--- config.mk ---
export PLATFORM = sky130hd
export DESIGN_NAME = wbc_match_unit
export DESIGN_NICKNAME = d
export VERILOG_FILES = /design/src/sv/wbc_pkg.sv /design/src/sv/wbc_match_unit.sv
export SDC_FILE = /design/constraint.sdc
export NUM_CORES = 1
export LEC_CHECK = 0
export BUFFER_PORTS_ARGS = -buffer_cell sky130_fd_sc_hd__buf_2
export CORE_AREA = 2 2 166 103
export DETAILED_ROUTE_END_ITERATION = 6
export DIE_AREA = 0 0 168 105
export PLACE_DENSITY = 0.87
export SYNTH_ARGS = -nofsm -noshare
export SYNTH_HDL_FRONTEND = slang
export SYNTH_SLANG_ARGS = --single-unit
--- constraint.sdc ---
create_clock -name vclk -period 5.37
set_clock_uncertainty 0.15 [all_clocks]
set_input_delay 0 -clock vclk [all_inputs]
set_output_delay 0 -clock vclk [all_outputs]
set_load 0.01 [all_outputs]
--- src/sv/wbc_pkg.sv ---
// Package: word break checker sizes, transaction types and shared codes
`timescale 1ns / 1ps

package wbc_pkg;

    localparam int NUM_WORDS    = 16;
    localparam int MAX_WORD_LEN = 16;
    localparam int CHAR_W       = 8;

    localparam int WIDX_W = (NUM_WORDS > 1) ? $clog2(NUM_WORDS) : 1;
    localparam int CIDX_W = (MAX_WORD_LEN > 1) ? $clog2(MAX_WORD_LEN) : 1;
    localparam int CNT_W  = $clog2(NUM_WORDS + 1);
    localparam int LEN_W  = $clog2(MAX_WORD_LEN + 1);
    localparam int LLEN_W = $clog2(MAX_WORD_LEN + 2);

    typedef enum logic [1:0] {
        OP_CLEAR     = 2'd0,
        OP_WORD_CHAR = 2'd1,
        OP_TEXT_CHAR = 2'd2
    } t_op;

    typedef struct packed {
        logic [1:0]        operation;
        logic [CHAR_W-1:0] char_code;
        logic              word_end;
        logic              text_start;
    } t_in_item;

    typedef struct packed {
        logic prefix_segmentable;
        logic dictionary_dropped;
    } t_out_item;

    typedef logic [MAX_WORD_LEN-1:0][CHAR_W-1:0] t_row;
    typedef logic [MAX_WORD_LEN:0]               t_okb;

    typedef struct packed {
        logic              char_we;
        logic              len_we;
        logic [WIDX_W-1:0] word;
        logic [CIDX_W-1:0] slot;
        logic [CHAR_W-1:0] char_code;
        logic [LEN_W-1:0]  length;
    } t_store_wr;

endpackage

--- src/sv/wbc_match_unit.sv ---
// Match unit: checks one stored word against the text ending at the newest character
`timescale 1ns / 1ps

module wbc_match_unit (
    input  wbc_pkg::t_row             i_row,
    input  logic [wbc_pkg::LEN_W-1:0] i_len,
    input  wbc_pkg::t_row             i_text,
    input  wbc_pkg::t_okb             i_okb,
    input  logic [wbc_pkg::LEN_W-1:0] i_pos,
    output logic                      o_hit
);
    import wbc_pkg::*;

    logic [MAX_WORD_LEN-1:0] lane_ok;

    always_comb begin
        logic [LEN_W-1:0]  back;
        logic [CIDX_W-1:0] tidx;
        for (int j = 0; j < MAX_WORD_LEN; j++) begin
            back       = LEN_W'(int'(i_len) - 1 - j);
            tidx       = back[CIDX_W-1:0];
            lane_ok[j] = (LEN_W'(j) >= i_len) || (i_row[j] == i_text[tidx]);
        end
    end

    assign o_hit = (i_len != '0) && (i_len <= i_pos) && i_okb[i_len] && (&lane_ok);

endmodule

[Yosys cells after proc, flatten, opt, wreduce, memory -nomap -nowiden]
Cells that the tools add are included.
Cells by class
  add/subtract/negate cells: 16
  order comparisons: 34
  equal/unequal tests: 16
  multiplexer cells: 34
  reduce and logical (&&, ||, !) cells: 21
Operators with widths (count)
  binary-select mux 8 bit (select 4 bit): 16
  equality test 8 bit: 16
  2-to-1 mux 8 bit: 16
  < comparator 4 x 5 -> 1 bit (second input constant): 16
  greater-or-equal comparator 4 x 5 -> 1 bit (first input constant): 8
  subtractor 4 bit (second input constant): 8
  greater-or-equal comparator 3 x 5 -> 1 bit (first input constant): 4
  logical OR 1 bit: 16
  AND reduction 16 bit: 1
  subtractor 4 x 3 -> 4 bit (second input constant): 4
  greater-or-equal comparator 1 x 5 -> 1 bit (first input constant): 2
  greater-or-equal comparator 2 x 5 -> 1 bit (first input constant): 2
  subtractor 4 x 1 -> 4 bit (second input constant): 2
  subtractor 4 x 2 -> 4 bit (second input constant): 2
  < comparator 5 x 6 -> 1 bit (second input constant): 1
  binary-select mux 1 bit (select 5 bit): 1
  <= comparator 5 bit: 1
  nonzero test 5 bit: 1
  logical AND 1 bit: 3
  2-to-1 mux 1 bit: 1
Storage, ports and cells
  register bits: 0
  input bits: 283
  output and inout bits: 1
  logic and storage cells: 121

[Longest topological paths before layout]
Gate-level depths: netlist of run 1.
  word-level depth: 8
  depth in mapped cells: 22
  depth with buffers taken out: 12

[Worst setup path after synthesis of run 1]
No wires, ideal clock.
  path kind: input port to output port
  start: input port i_len[0] (netlist bit)
  end: output port o_hit
  arrival time: 4140 ps
  data required time: 5220 ps
  setup slack: 1080 ps
  cell stages on the path: 20
  path buffers: 10
  cells stage by stage: buf_4 > inv_4 > buf_6 > buf_6 > buf_2 > buf_2 > ha_1 > buf_4 > buf_6 > buf_4 > buf_2 > buf_2 > mux4_2 > mux4_2 > xor2_1 > nor4_1 > a21oi_1 > nor3_1 > nand4_1 > nor4_2
On the way
  longest elaborated chain between the ends: 8
  elaborated cells between the ends (all ways): 104
  those cells by class: 16 x add/sub; 17 x order compare; 16 x eq/ne; 34 x mux; 21 x reduce/logical
RTL lines
  start, declared: line wbc_match_unit.sv:6  | input logic [wbc_pkg::LEN_W-1:0] i_len,
  subtractor 4 x 1 -> 4 bit: line wbc_match_unit.sv:20  | back = LEN_W'(int'(i_len) - 1 - j);
  subtractor 4 x 2 -> 4 bit, or another cell as far along: line wbc_match_unit.sv:20
  binary-select mux 8 bit (select 4 bit): line wbc_match_unit.sv:22  | lane_ok[j] = (LEN_W'(j) >= i_len) || (i_row[j] == i_text[tidx]);
  2-to-1 mux 8 bit (not written as such): line wbc_match_unit.sv:22
  equality test 8 bit: line wbc_match_unit.sv:22
  logical OR 1 bit: line wbc_match_unit.sv:22
  AND reduction 16 bit: line wbc_match_unit.sv:26  | assign o_hit = (i_len != '0) && (i_len <= i_pos) && i_okb[i_len] && (&lane_ok);
  logical AND 1 bit *: line wbc_match_unit.sv:26
  end, declared: line wbc_match_unit.sv:10  | output logic o_hit
Mark *: on every way between the ends. The rest lies on a longest branch, timed or not. The select of a mux whose other input is x is not followed.

[Worst setup path after layout of run 1]
  start: input port i_len[1] (netlist bit)
  end: output port o_hit
Same word-level chain as after synthesis.

==> impl_metrics.py, run 1 <==
metrics = {
    "finish": {
        "fillCellCount": 1361,
        "nClkBuffers": 0,
        "design.seq.count": 0,
        "layout.area.seq_sq_um": 0,
        "syn_to_final_growth_pct": 17.0,
        "drive_gt1_share_pct": 40.5,
        "fin_nets": 1458,
        "num_antenna_cells": 0,
        "finalNonFillerCells": 1373,
    },
    "pwr": {
        "peakVddDrop_uv": 75.4,
        "intPower_mw": 0.793,
        "seqPwrFrac_pct": 0,
        "p_leak_nw": 4.75,
        "power_density_mw_per_mm2": 170,
        "pwr-share-clk_pct": 0,
        "power_frac_comb_pct": 100.0,
        "p_switching_mw": 0.951,
        "swShare_pct": 54.5,
    },
    "synthesis": {
        "synthDistinctLibCells": 64,
        "synth_cells": 929,
        "syn-num-nets": 1221,
        "synth_area_sq_mm": 0.00876,
        "synth.area.top_cells": "mux2i_1 30%, mux4_2 19%, mux2_2 9.6%, xor2_1 5.7%, xnor2_1 4.7%",
        "yosysMostFrequentCell": "mux2i_1",
        "yosysTopAreaCell": "mux2i_1",
        "synth_common_cells": "261 x mux2i_1, 75 x mux2_2, 72 x mux4_2, 57 x xor2_1, 47 x xnor2_1",
        "yosysWarnings": 0,
        "syn_avg_cell_area_sq_um": 9.43,
        "synth_top_area_share_pct": 29.8,
        "seq_area_frac_synth_pct": 0,
    },
    "timing": {
        "slew_viol_final": 0,
        "rsz0062_at_grt": "no",
        "postLayoutSetupSlackWorst_ns": 0.522,
        "setup_viol": 0,
        "tightestPinTransition_ns": 1.03,
        "tns_ns": 0,
        "holdWs_ns": 0.572,
        "min_period_ns": 4.85,
        "fmax_ghz": 0.206,
        "hold_viol": 0,
        "slew_headroom_pct": 31.4,
        "period_share_pct": 90.3,
    },
    "floorplanning": {
        "initial_core_util_pct": 54.8,
        "num_io_pins": 284,
        "die_h_microns": 105,
        "core_sq_mm": 0.0160,
        "rows": 36,
        "die_area_sq_mm": 0.0176,
        "die_w_microns": 168,
    },
    "route": {
        "totalWireLength_mm": 34.1,
        "first_iter_violations": 1323,
        "ant_nets": 0,
        "routed_via_density": 6.81,
        "wl_per_cell_microns": 24.8,
        "drc": 0,
        "drt_first_pass_iters": 6,
        "vias": 9350,
    },
    "placed_design": {
        "place_congestion": 1.06,
        "pre_cts_ws_ns": 0.797,
        "place_hpwl_mm": 28.8,
        "port-buffer-count": 284,
        "placed_cells": 1373,
    },
    "flow_run": {
        "cap_violations": 0,
    },
    "global_routing": {
        "grt_max_degree": 66,
        "antenna_found_initial": 0,
        "first_global_vias": 8932,
        "gr-total-overflow": 0,
        "grt_pass1_wl_mm": 50.9,
        "grt_usage_pct": 37.2,
    },
    "outcome": {
        "status": "finished, final reports clean",
    },
    "clock_tree": {
        "holdBufCountCts": 0,
        "cts_setup_buffers": 0,
        "ctsResizeCount": 0,
    },
    "worst_setup_path": {
        "crit_type": "input port to output port",
        "crit_fanout": 65,
        "cp.required_ns": 5.22,
        "cp-end-kind": "output port",
        "cp.arrival_ns": 4.70,
        "startpoint_type": "input port",
    },
    "worst_hold_path": {
        "hp-class": "input port to output port",
        "hold-path-cell-count": 7,
    },
}
-- layout by cell type, fill, tap and decap left out, types with 3 or more instances in the layout --
cell type and count:
xnor2_2 5, nand2_1 24, o21a_1 3, a31oi_1 7, xor2_1 57, a21o_1 18
nor2b_1 4, and3b_1 16, nand2b_1 6, mux2_2 75, nor2_1 18, o22ai_1 3
o211ai_1 3, o21ai_1 3, buf_12 4, buf_4 19, or3_1 9, a211oi_1 3
ha_1 8, nand4_1 11, o21ai_0 30, a21oi_1 15, nand3_1 22, xnor2_1 45
buf_2 283, nor4_1 20, inv_1 10, mux4_2 72, a21boi_0 32, mux2i_1 261
nand4b_1 8, nor3_1 30
-- cell type report --
cell class | count | area (sq um) | share of cell area, %
multi-input cells | 846 | 8290 | 81.0
repair buffers | 306 | 1640 | 16.0
well taps | 209 | 262 | 2.55
inverters | 12 | 47.5 | 0.464
-- logic make-up after synthesis --
| family | Yosys count | share of synthesized area [%] |
|---|---|---|
| simple gates | 182 | 12.2 |
| xor+xnor | 110 | 11.8 |
| fa+ha+maj | 9 | 1.29 |
| mux | 411 | 58.7 |
| compound gates | 134 | 10.1 |
| buf+inv | 83 | 5.86 |
-- power groups by stage --
stage	sequential (mW)	clock (mW)	combinational, mW
2_1_floorplan	0	0	1.22
3_3_place_gp	0	0	1.65
3_5_place_dp	0	0	1.68
4_1_cts	0	0	1.69
5_1_grt	0	0	1.84
6_report	0	0	1.74
-- critical path, stage by stage --
cell and delay [ns]:
buf_2 0.29, inv_1 0.19, ha_4 0.44, buf_12 0.36, xor2_4 0.17, buf_4 0.43, mux2i_1 0.56, a21boi_0 0.32
nor3_1 0.08, nand4b_1 0.17, nor4_1 0.54, o22a_1 0.26, nand4_1 0.11, nor4_2 0.51, buf_2 0.23
-- per-stage QoR --
step                      total power, mW  area, sq um  util [%]
final                                1.74        10200      64.1
after global routing                 1.84        10200      64.1
after CTS                            1.69        10200      64.1
after detailed placement             1.68        10200      64.1
after global placement               1.65        10200      64.1
after floorplan                      1.22         8760         -
-- path summary, 6_finish.rpt --
| path | endpoint | slack, ns | start |
|---|---|---|---|
| worst max-delay path | o_hit | 0.52 | i_len[1] |
| worst min-delay path | o_hit | 0.57 | i_row[73] |
-- routing by layer --
metal  GRT usage, %  wire, microns  share of wire [%]
met1           50.7          13700                 40
met2           58.2          14800                 44
met3           8.11           4200                 12
met4           12.9           1370                4.0
met5              0              0                  0
(Power assumes the default switching activity.)
==> run 2: changes to the inputs <==
--- a/config.mk
+++ b/config.mk
@@ -6,10 +6,10 @@
 export NUM_CORES = 1
 export LEC_CHECK = 0
 export BUFFER_PORTS_ARGS = -buffer_cell sky130_fd_sc_hd__buf_2
-export CORE_AREA = 2 2 166 103
+export CORE_AREA = 2 2 184 114
 export DETAILED_ROUTE_END_ITERATION = 6
-export DIE_AREA = 0 0 168 105
-export PLACE_DENSITY = 0.87
+export DIE_AREA = 0 0 186 116
+export PLACE_DENSITY = 0.73
 export SYNTH_ARGS = -nofsm -noshare
 export SYNTH_HDL_FRONTEND = slang
 export SYNTH_SLANG_ARGS = --single-unit
==> impl_metrics.py, run 2 (synthesis gave the netlist of run 1 again) <==
metrics = {
    "worst_setup_path": {
        "cp-end-kind": "output port",
        "cp_top_family": "multiplexers",
        "slowest_delay_ns": 0.65,
        "crit_type": "input port to output port",
        "cp.arrival_ns": 4.82,
        "startpoint_type": "input port",
        "cp_num_cells": 15,
        "critical_path_buf_inv_count": 4,
        "worst_path_max_delay_cell": "mux2i_1",
        "cp.required_ns": 5.22,
        "cp_cell_sequence": "buf_2 -> inv_1 -> ha_4 -> buf_12 -> mux2i_1 -> mux2i_1 -> nand2_1 -> mux4_2 -> a211oi_1 -> a31oi_1 -> or4_1 -> a22oi_1 -> nand4_1 -> nor4_2 -> buf_2",
        "crit_fanout": 80,
    },
    "finish": {
        "final_cell_mix": "283 x buf_2, 261 x mux2i_1, 75 x mux2_2, 72 x mux4_2, 57 x xor2_1",
        "final_common_cell": "buf_2",
        "fillCellCount": 1858,
        "nClkBuffers": 0,
        "syn_to_final_growth_pct": 17.8,
        "layout.area.seq_sq_um": 0,
        "utilization_pct": 52.2,
        "final_area_sq_mm": 0.0103,
        "drive_gt1_share_pct": 40.5,
        "design.seq.count": 0,
        "fin_nets": 1458,
        "finalNonFillerCells": 1438,
    },
    "placed_design": {
        "place_area_sq_mm": 0.0103,
        "placed_cells": 1437,
        "place_congestion": 1.01,
        "place_hpwl_mm": 30.3,
        "port-buffer-count": 284,
    },
    "floorplanning": {
        "core_sq_mm": 0.0198,
        "die_w_microns": 186,
        "rows": 40,
        "die_h_microns": 116,
        "initial_core_util_pct": 44.3,
        "die_area_sq_mm": 0.0216,
        "num_io_pins": 284,
    },
    "pwr": {
        "peakVddDrop_uv": 75.7,
        "power.total_mw": 1.75,
        "p_leak_nw": 4.74,
        "power_density_mw_per_mm2": 169,
    },
    "global_routing": {
        "grt_usage_pct": 31.8,
        "first_global_vias": 8788,
        "grt_max_degree": 81,
        "antenna_found_initial": 2,
        "gr-total-overflow": 0,
        "grt_pass1_wl_mm": 51.3,
    },
    "timing": {
        "slew_headroom_pct": 25.7,
        "tns_ns": 0,
        "tightestPinTransition_ns": 1.10,
        "setup_viol": 0,
        "fmax_ghz": 0.201,
        "min_period_ns": 4.97,
        "slew_viol_final": 0,
        "period_share_pct": 92.5,
        "rsz0062_at_grt": "no",
        "hold_viol": 0,
    },
    "route": {
        "ant_nets": 0,
        "first_iter_violations": 857,
        "wl_per_cell_microns": 24.6,
        "drt_first_pass_iters": 5,
        "routed_via_density": 6.34,
        "drc": 0,
        "vias": 9111,
        "totalWireLength_mm": 35.3,
    },
    "worst_hold_path": {
        "hp-class": "input port to output port",
        "hold-path-cell-count": 8,
    },
    "clock_tree": {
        "ctsResizeCount": 0,
        "holdBufCountCts": 0,
        "cts_setup_buffers": 0,
    },
    "flow_run": {
        "cap_violations": 0,
    },
    "outcome": {
        "status": "finished, final reports clean",
    },
}
==> run 2: cell types whose count changed in the layout (fill, tap and decap cells not counted), sizes merged <==
cell | before | now
diode | 0 | 1
==> run 2: layout make-up <==
cell class                 instances  area [sq um]  share of cell area (%)
tap                              273           342                    3.31
multi-input combinational        846          8290                    80.4
antenna                            1          2.50                  0.0243
inverter                          12          47.5                   0.461
timing repair buffer             306          1630                    15.8
==> run 2: where the power goes <==
part,total [mW],internal [mW],leakage (nW),switching [mW]
registers,0,0,0,0
logic,1.75,0.790,4.74,0.957
clock network,0.0000000250,0.0000000250,0.00000634,0
total,1.75,0.790,4.74,0.957
==> run 2: metal layers <==
layer	GRT usage, %	part of all wire [%]	up-vias
met3	8.20	13	57
met1	44.0	42	4339
met5	0	0.020	-
met2	50.2	43	588
li1	-	-	4125
met4	6.40	2.3	2
==> run 2: tightest hold or removal path, delay by kind of cell <==
family | cells | cell delay, ns
and+or+nand+nor | 3 | 0.24
buffers and inverters | 2 | 0.24
AOI/OAI and AO/OA | 2 | 0.17
xor gates and xnor gates | 1 | 0.11
==> run 2: stage by stage <==
step	hold slack, ns	setup slack (ns)
floorplan	0.192	1.08
global placement	0.573	0.736
detailed placement	0.580	0.682
CTS	0.582	0.690
global route	0.636	0.275
finish	0.604	0.402
==> run 2: final timing paths <==
kind | slack, ns | startpoint | end
worst max-delay path | 0.40 | i_len[1] | o_hit
worst min-delay path | 0.60 | i_row[41] | o_hit
==> run 3: changes to the inputs <==
--- a/config.mk
+++ b/config.mk
@@ -6,9 +6,9 @@
 export NUM_CORES = 1
 export LEC_CHECK = 0
 export BUFFER_PORTS_ARGS = -buffer_cell sky130_fd_sc_hd__buf_2
-export CORE_AREA = 2 2 184 114
+export CORE_AREA = 3 3 185 115
 export DETAILED_ROUTE_END_ITERATION = 6
-export DIE_AREA = 0 0 186 116
+export DIE_AREA = 0 0 188 118
 export PLACE_DENSITY = 0.73
 export SYNTH_ARGS = -nofsm -noshare
 export SYNTH_HDL_FRONTEND = slang
==> impl_metrics.py, run 3 (synthesis gave the netlist of run 1 again) <==
metrics = {
    "finish": {
        "drive_gt1_share_pct": 41.0,
        "fin_nets": 1467,
        "nClkBuffers": 0,
        "design.seq.count": 0,
        "final_cell_mix": "283 x buf_2, 261 x mux2i_1, 75 x mux2_2, 72 x mux4_2, 57 x xor2_1",
        "final_area_sq_mm": 0.0103,
        "layout.area.seq_sq_um": 0,
        "syn_to_final_growth_pct": 18.1,
        "final_common_cell": "buf_2",
    },
    "clock_tree": {
        "ctsResizeCount": 0,
        "cts_setup_buffers": 0,
        "holdBufCountCts": 0,
    },
    "global_routing": {
        "gr-total-overflow": 0,
        "grt_usage_pct": 30.3,
        "antenna_found_initial": 3,
        "grt_pass1_wl_mm": 52.1,
        "grt_max_degree": 51,
        "first_global_vias": 8678,
    },
    "timing": {
        "tightestPinTransition_ns": 0.966,
        "slew_headroom_pct": 35.0,
        "slew_viol_final": 0,
        "min_period_ns": 4.92,
        "hold_viol": 0,
        "tns_ns": 0,
        "fmax_ghz": 0.203,
        "postLayoutSetupSlackWorst_ns": 0.448,
        "period_share_pct": 91.6,
        "rsz0062_at_grt": "no",
        "setup_viol": 0,
    },
    "pwr": {
        "peakVddDrop_uv": 97.7,
        "power_density_mw_per_mm2": 168,
        "power.total_mw": 1.74,
        "p_leak_nw": 4.77,
        "seqPwrFrac_pct": 0,
        "power_frac_comb_pct": 100.0,
        "p_switching_mw": 0.950,
        "intPower_mw": 0.792,
        "swShare_pct": 54.5,
        "pwr-share-clk_pct": 0,
    },
    "flow_run": {
        "cap_violations": 0,
    },
    "floorplanning": {
        "num_io_pins": 284,
        "rows": 40,
        "initial_core_util_pct": 44.3,
        "die_area_sq_mm": 0.0222,
        "die_w_microns": 188,
        "core_sq_mm": 0.0198,
        "die_h_microns": 118,
    },
    "route": {
        "ant_nets": 0,
        "drc": 0,
        "first_iter_violations": 965,
        "totalWireLength_mm": 35.3,
        "routed_via_density": 6.27,
        "vias": 9068,
        "wl_per_cell_microns": 24.4,
        "drt_first_pass_iters": 5,
    },
    "worst_setup_path": {
        "crit_fanout": 28,
        "slowest_delay_ns": 0.59,
        "cp_cell_sequence": "buf_2 -> inv_1 -> ha_1 -> xnor2_4 -> xor2_4 -> buf_4 -> mux2i_1 -> a21boi_0 -> nor3_1 -> nand4b_1 -> nor4_1 -> o22a_1 -> nand4_1 -> nor4_2 -> buf_2",
        "startpoint_type": "input port",
        "crit_type": "input port to output port",
        "cp-end-kind": "output port",
        "cp.arrival_ns": 4.77,
        "worst_path_max_delay_cell": "nor4_1",
        "cp.required_ns": 5.22,
        "cp_common_cell": "buf_2",
    },
    "placed_design": {
        "port-buffer-count": 284,
        "place_congestion": 1.03,
        "place_hpwl_mm": 30.5,
        "pre_cts_ws_ns": 0.658,
        "place_area_sq_mm": 0.0103,
    },
    "worst_hold_path": {
        "hp-class": "input port to output port",
    },
    "outcome": {
        "status": "finished, final reports clean",
    },
}
## run 3: cell types whose count changed in the layout (fill, tap and decap cells not counted), sizes merged
cell / change
buf: +9
## run 3: cell type report
type	instances	area, sq um
multi-input combinational	846	8290
fill	1842	9430
tap	273	342
antenna	1	2.50
timing repair buffer	315	1660
inverter	12	47.5
## run 3: worst max-delay path: cells and delay by family
family / cells / cell delay, ns
simple gates: 5 / 1.43
xor+xnor: 2 / 0.74
fa+ha+maj: 1 / 0.40
buf+inv: 4 / 1.11
compound gates: 2 / 0.56
mux: 1 / 0.52
## run 3: final timing paths
| kind | end | startpoint | slack [ns] | depth (start not counted) |
|---|---|---|---|---|
| worst min-delay path | o_hit | i_row[73] | 0.59 | 7 |
| worst max-delay path | o_hit | i_len[1] | 0.45 | 15 |
## run 3: power groups by stage
| stage | Sequential [mW] | Combinational (mW) | Clock [mW] |
|---|---|---|---|
| 2_1_floorplan | 0 | 1.22 | 0 |
| 3_3_place_gp | 0 | 1.68 | 0 |
| 3_5_place_dp | 0 | 1.69 | 0 |
| 4_1_cts | 0 | 1.71 | 0 |
| 5_1_grt | 0 | 1.86 | 0 |
| 6_report | 0 | 1.74 | 0.0000000251 |
## run 3: through the flow
step	instances	hold WS [ns]	util [%]
final	1447	0.590	52.3
after global routing	1446	0.639	52.3
after CTS	1446	0.583	52.3
after detailed placement	1446	0.580	52.3
after global placement	1446	0.582	52.3
after floorplan	929	0.192	-
## run 3: per-layer routing
metal,up-vias,track usage (%),routed length (microns)
met5,-,0,41
met4,6,5.39,743
met3,57,7.38,4020
met2,534,47.9,15600
met1,4326,42.4,14900
li1,4145,-,-
